**config.mk**
```make
export PLATFORM = sky130hd
export DESIGN_NAME = stable_priority_queue_core
export DESIGN_NICKNAME = d
export VERILOG_FILES = /design/src/sv/spq_pkg.sv /design/src/sv/spq_cell.sv /design/src/sv/stable_priority_queue_core.sv
export SDC_FILE = /design/constraint.sdc
export NUM_CORES = 1
export LEC_CHECK = 0
export ABC_AREA = 1
export BUFFER_PORTS_ARGS = -buffer_cell sky130_fd_sc_hd__buf_2
export CAP_MARGIN = 20
export CORE_MARGIN = 5
export CORE_UTILIZATION = 56
export DETAILED_ROUTE_END_ITERATION = 8
export GPL_ROUTABILITY_DRIVEN = 0
export HOLD_SLACK_MARGIN = 0.12
export PLACE_DENSITY_LB_ADDON = 0.08
export SLEW_MARGIN = 10
export SYNTH_ARGS = -nofsm -noshare
export SYNTH_HDL_FRONTEND = slang
export SYNTH_SLANG_ARGS = --single-unit
```
**constraint.sdc**
```tcl
create_clock -name clk -period 3.6 [get_ports clk]
set_clock_uncertainty 0.1 [all_clocks]
set_input_delay 0.36 -clock clk [delete_from_list [all_inputs] [get_ports clk]]
set_output_delay 0.36 -clock clk [all_outputs]
set_load 0.01 [all_outputs]
```
**src/sv/spq_pkg.sv**
```systemverilog
// Shared types and constants for the stable priority queue.
// Used by spq_cell, stable_priority_queue_core, spq_checker, spq_scoreboard and the bench.
package spq_pkg;

  localparam int KEY_W   = 4;
  localparam int ID_W    = 16;
  localparam int COUNT_W = 5;
  localparam int STAT_W  = 2;

  typedef enum logic {
    OP_INSERT = 1'b0,
    OP_POP    = 1'b1
  } op_t;

  typedef enum logic [STAT_W-1:0] {
    ST_OK         = 2'd0,
    ST_POP_EMPTY  = 2'd1,
    ST_INSERT_FULL = 2'd2
  } status_t;

  // broadcast to every cell for one request
  typedef struct packed {
    logic             ins;
    logic             pop;
    logic [KEY_W-1:0] key;
    logic [ID_W-1:0]  id;
  } spq_ctrl_t;

  // what a cell shows its neighbors
  typedef struct packed {
    logic             keep;
    logic [KEY_W-1:0] key;
    logic [ID_W-1:0]  id;
  } spq_link_t;

endpackage

```
**src/sv/spq_cell.sv**
```systemverilog
// One slot of the sorted chain: holds one entry, shifts down on insert
// and up on pop. Depends on spq_pkg.
module spq_cell (
  input  logic              clk,
  input  spq_pkg::spq_ctrl_t ctrl,
  input  logic              occ,     // slot holds a live entry
  input  spq_pkg::spq_link_t up,     // neighbor toward the head
  input  spq_pkg::spq_link_t down,   // neighbor toward the tail
  output spq_pkg::spq_link_t link,
  output logic [spq_pkg::KEY_W-1:0] nxt_key,
  output logic [spq_pkg::ID_W-1:0]  nxt_id
);

  logic [spq_pkg::KEY_W-1:0] key;
  logic [spq_pkg::ID_W-1:0]  id;
  logic                      keep;

  // keep is a prefix of the chain since entries are sorted descending
  assign keep = occ && (key >= ctrl.key);

  always_comb begin
    nxt_key = key;
    nxt_id  = id;
    if (ctrl.ins) begin
      if (!keep) begin
        if (up.keep) begin
          nxt_key = ctrl.key;
          nxt_id  = ctrl.id;
        end else begin
          nxt_key = up.key;
          nxt_id  = up.id;
        end
      end
    end else if (ctrl.pop) begin
      nxt_key = down.key;
      nxt_id  = down.id;
    end
  end

  always_ff @(posedge clk) begin
    key <= nxt_key;
    id  <= nxt_id;
  end

  assign link = '{keep: keep, key: key, id: id};

endmodule

```
**src/sv/stable_priority_queue_core.sv**
```systemverilog
// Stable priority queue: usage
//   Slave channel s_*: one request per transfer. s_tuser is the operation
//   (0 insert, 1 pop); s_tdata carries the key and identifier of an insert.
//   Master channel m_*: exactly one result per request, in request order,
//   with status, popped entry, head after the request and entry count.
//   Higher keys are served first; equal keys leave in arrival order.
//   Latency: the result is valid the cycle after the request is accepted.
//   Throughput: one request per cycle while each result is taken; every
//   slot of the cell chain compares the new key and shifts in the same
//   cycle, so the rate is set by the single result register.
//   When the receiver stalls, the result holds in the output register and
//   s_tready drops until it is taken, or rises again in the cycle it is.
//   Reset (rst, synchronous) empties the queue and drops any pending
//   result; slot contents are left as they are and never read while empty.
//   A pop on an empty queue and an insert into a full queue change nothing
//   and are flagged in the status field.
// Depends on spq_pkg and spq_cell.
module stable_priority_queue_core #(
  parameter int DEPTH = 16
) (
  input  logic        clk,
  input  logic        rst,
  input  logic        s_tvalid,
  output logic        s_tready,
  input  logic [23:0] s_tdata,   // [3:0] priority_key, [19:4] entry_id, [23:20] zero
  input  logic        s_tuser,   // [0] operation
  output logic        m_tvalid,
  input  logic        m_tready,
  output logic [47:0] m_tdata    // [1:0] status, [5:2] popped_key, [21:6] popped_id,
                                 // [22] head_valid, [26:23] head_key, [42:27] head_id,
                                 // [47:43] entry_count
);

  localparam int CW = $clog2(DEPTH + 1);

  logic [CW-1:0] cnt;
  logic [CW-1:0] cnt_next;
  logic          accept;
  logic          full;
  logic          empty;
  spq_pkg::op_t  op;
  spq_pkg::status_t status;
  spq_pkg::spq_ctrl_t ctrl;

  spq_pkg::spq_link_t            link    [DEPTH];
  logic [spq_pkg::KEY_W-1:0]     nxt_key [DEPTH];
  logic [spq_pkg::ID_W-1:0]      nxt_id  [DEPTH];

  logic [spq_pkg::KEY_W-1:0] popped_key;
  logic [spq_pkg::ID_W-1:0]  popped_id;
  logic                      head_valid;
  logic [spq_pkg::KEY_W-1:0] head_key;
  logic [spq_pkg::ID_W-1:0]  head_id;
  logic [CW+4:0]             cnt_wide;
  logic [47:0]               result;

  assign s_tready = !m_tvalid || m_tready;
  assign accept   = s_tvalid && s_tready;
  assign op       = spq_pkg::op_t'(s_tuser);
  assign full     = (cnt == CW'(DEPTH));
  assign empty    = (cnt == '0);

  always_comb begin
    ctrl.ins = accept && (op == spq_pkg::OP_INSERT) && !full;
    ctrl.pop = accept && (op == spq_pkg::OP_POP) && !empty;
    ctrl.key = s_tdata[3:0];
    ctrl.id  = s_tdata[19:4];
  end

  always_comb begin
    cnt_next = cnt;
    if (ctrl.ins) begin
      cnt_next = cnt + CW'(1);
    end else if (ctrl.pop) begin
      cnt_next = cnt - CW'(1);
    end
  end

  for (genvar i = 0; i < DEPTH; i++) begin : g_cell
    spq_pkg::spq_link_t up;
    spq_pkg::spq_link_t down;
    logic               occ;

    assign occ = (CW'(i) < cnt);
    if (i == 0) begin : g_head
      assign up = '{keep: 1'b1, key: '0, id: '0};
    end else begin : g_mid
      assign up = link[i-1];
    end
    if (i == DEPTH - 1) begin : g_tail
      assign down = '0;
    end else begin : g_body
      assign down = link[i+1];
    end

    spq_cell u_cell (
      .clk     (clk),
      .ctrl    (ctrl),
      .occ     (occ),
      .up      (up),
      .down    (down),
      .link    (link[i]),
      .nxt_key (nxt_key[i]),
      .nxt_id  (nxt_id[i])
    );
  end

  always_comb begin
    status = spq_pkg::ST_OK;
    if (op == spq_pkg::OP_INSERT && full) begin
      status = spq_pkg::ST_INSERT_FULL;
    end else if (op == spq_pkg::OP_POP && empty) begin
      status = spq_pkg::ST_POP_EMPTY;
    end
  end

  always_comb begin
    popped_key = '0;
    popped_id  = '0;
    if (ctrl.pop) begin
      popped_key = link[0].key;
      popped_id  = link[0].id;
    end
    head_valid = (cnt_next != '0);
    head_key   = head_valid ? nxt_key[0] : '0;
    head_id    = head_valid ? nxt_id[0] : '0;
    cnt_wide   = {5'd0, cnt_next};
    result     = {cnt_wide[4:0], head_id, head_key, head_valid,
                  popped_id, popped_key, status};
  end

  always_ff @(posedge clk) begin
    if (rst) begin
      cnt      <= '0;
      m_tvalid <= 1'b0;
    end else begin
      cnt <= cnt_next;
      if (accept) begin
        m_tvalid <= 1'b1;
      end else if (m_tready) begin
        m_tvalid <= 1'b0;
      end
    end
  end

  always_ff @(posedge clk) begin
    if (accept) begin
      m_tdata <= result;
    end
  end

endmodule

```
==> results by group <==
STA
  – Sum of negative setup slack: 0 ns
  – Fmax: 0.3343 GHz
  – Headroom to the max-slew limit: 24.20%
  – RSZ-0062 raised after global routing: false
  – Setup Viol. Count Final: 0
  – Worst-Margin Slew: 1.137 ns
  – Pins Over Slew Limit: 0
  – Worst setup margin: 0.6089 ns
  – Fin crit share: 83.09%
  – Hold_ws: 0.2549 ns
  – Fin. Hold Viols: 0
  – Tmin final: 2.991 ns

Synth
  – Mapped Nets: 2302
  – Cell area after synthesis: 19830 sq um
  – Post-synth EDFFs: 348
  – Most common cell in the netlist: a21oi_1
  – Syn_area_per_cell: 8.991 sq um
  – Sequential cell area fraction in the yosys report: 55.34%
  – Synth warn: 0
  – Top cell type by total area after synthesis: edfxtp_1
  – Synth top area cells: edfxtp_1, a21oi_1, nand2_1
  – Yosys reg bits: 374
  – Mapped Cells: 2205
  – Cell variety after synth: 35
  – Async SR Flop Fraction: 0%
  – Synth cell count leaders: a21oi_1, nand2_1, edfxtp_1
  – Yosys top cell area share: 52.71%
  – Top FF cell, synth: edfxtp_1

Worst setup path
  – Crit path DAT: 3.19 ns
  – R2R Setup Slk: 0.61 ns
  – Critical Path End Type: register
  – Critical R2R Launch: cnt[0]
  – Crit Path Class: register to register
  – Critical Path Fanout Max: 57
  – Critical Path Sink: m_tdata[41]
  – Critical path launch point type: register
  – Req. time, crit path: 3.80 ns
  – Worst r2r path cells: 12
  – RR Endpoint: m_tdata[41]
  – Critical Path Source: cnt[0]

Route
  – 1st-iter DRT viols: 1564
  – Wirelength per Cell: 19.30 microns
  – Drt pass-1 iters: 5
  – DRC violations left: 0
  – Routed wire length: 52.70 mm
  – Antenna Nets Post-Route: 0
  – Via density: 6.019
  – Vias: 16430

Global route
  – Pin count of the biggest net entering global routing: 233
  – Initial antenna violation count: 0
  – Met3 track demand over resource: 3.539%
  – Met1 Resource Use GR: 37.79%
  – Vias in the first global route: 16270
  – GR Overflow Total: 0
  – Global-route wire length before repair: 85.46 mm
  – Layer with the highest usage: met2
  – Global routing usage on met2: 42.75%
  – GRT Overall Usage: 26.49%

Final layout
  – Final #Nets: 2333
  – Final Core Density: 62.65%
  – Fill cell count: 2982
  – Share of cells above drive strength 1: 11.15%
  – Syn-to-layout area delta: 11.30%
  – Antenna Cells: 0

Power and ir drop
  – Total Power: 12.69 mW
  – Worst ir drop on vdd: 0.4468 mV
  – PwrDens: 575.1 nW/um^2
  – LEAKAGE: 8.409 nW

Floorplan
  – Die area: 39270 sq um
  – Die W: 198.2 microns
  – IO Pins: 79
  – Rows: 69
  – Core Footprint: 35220 sq um
  – Initial Utilization: 56.28%
  – Die H: 198.2 microns

Clocking
  – # H-tree levels: 2
  – Clock Tree Root: clkbuf_16
  – TritonCTS buffer count: 42
  – CTS max path bufs: 3
  – Worst skew pair latency: 0.55 ns
  – Clock sink total: 374
  – CTS tree: done
  – Worst-path clk slew: 0.06 ns

Placement
  – Detail Placement HPWL: 35.84 mm
  – Buffers on Ports: 74
  – Worst slack, placed: 0.4921 ns

Min path
  – Worst Hold Class: primary input to register

Run
  – MaxCap Viol Count: 0

Outcome
  – Outcome: complete, no violations
==> sequential cells by signal (all words and copies together), names as in the netlist <==
register,cells
cnt,5
g_cell.u_cell.id,256
g_cell.u_cell.key,64
m_tdata,48
m_tvalid,1
==> layout by cell type, fill, tap and decap left out, types with 7 or more instances in the layout <==
cell,count
edfxtp_1,348
clkbuf_1,17
o21ai_0,86
nand4_1,16
o21ai_2,14
clkinv_1,9
nand3_1,40
a21oi_1,557
a22oi_1,18
ha_1,68
o21bai_1,13
nand2_1,373
buf_4,59
nand2_2,18
buf_2,74
dfxtp_1,26
inv_2,11
inv_1,107
nor2_1,317
buf_12,7
clkbuf_16,45
==> how the worst min path moves through the flow <==
| stage | start | end | slack [ns] | cells past startpoint |
|---|---|---|---|---|
| floorplan | rst | cnt[0] | 0.33 | 1 |
| global placement | g_cell[0].u_cell.key[0] | g_cell[0].u_cell.key[0] | 0.42 | 2 |
| detailed placement | g_cell[0].u_cell.key[0] | g_cell[0].u_cell.key[0] | 0.42 | 2 |
| CTS | s_tdata[15] | g_cell[9].u_cell.id[11] | 0.22 | 3 |
| global route | s_tdata[14] | g_cell[8].u_cell.id[10] | 0.25 | 3 |
| finish | s_tdata[15] | g_cell[9].u_cell.id[11] | 0.25 | 3 |
==> worst max-delay path, cell delays in order (launching register included) <==
cell and delay, ns:
dfxtp_1 0.51, inv_1 0.22, ha_1 0.29, nand2_2 0.11
nor2_4 0.06, nor2_8 0.26, inv_8 0.18, nand2_1 0.17
nand2_2 0.08, nor2_2 0.18, nand3_4 0.33, nand2_1 0.16
inv_1 0.05
==> metrics by stage <==
step                      cells  instance area (sq um)
after floorplan            2205                  19830
after global placement     2649                  20690
after detailed placement   2649                  20690
after CTS                  2730                  22070
after global routing       2730                  22070
final                      2730                  22070
==> cell families (layout without fill, tap and decap cells) <==
group | Yosys count | in the layout | synth area share (%)
DFF | 374 | 374 | 55.34
and+or+nand+nor | 779 | 779 | 15.95
adders and majority gates | 68 | 68 | 4.292
xor gates and xnor gates | 3 | 3 | 0.1326
buffers and inverters | 279 | 343 | 5.983
AOI/OAI and AO/OA | 702 | 702 | 18.31
==> cell type report <==
type | count | area [sq um] | area share (%)
sequential | 374 | 10970 | 49.72
multi-input combinational | 1552 | 7726 | 35.01
clock buffer | 65 | 1231 | 5.579
timing repair buffer | 144 | 993.5 | 4.502
tap | 461 | 576.8 | 2.614
inverter | 122 | 465.4 | 2.109
clock inverter | 12 | 102.6 | 0.4650
==> power breakdown <==
part           switching [mW]  internal (mW)
clock network            1.72           2.49
logic                    1.72          0.823
registers               0.349           5.59
total                    3.79           8.90
==> repair_timing <==
action                    in CTS  in global routing
hold endpoints to repair       8                  0
hold buffers                   4                  0
resized for setup              0                  0
buffers inserted               0                  0
==> routing by layer <==
| layer | routed length (microns) | vias up | part of all wire (%) |
|---|---|---|---|
| li1 | - | 7719 | - |
| met1 | 23490 | 8084 | 45 |
| met2 | 24880 | 535 | 47 |
| met3 | 3066 | 93 | 5.8 |
| met4 | 1269 | 0 | 2.4 |
| met5 | 0 | - | 0 |
No activity file was read; power rests on OpenSTA's default activity.
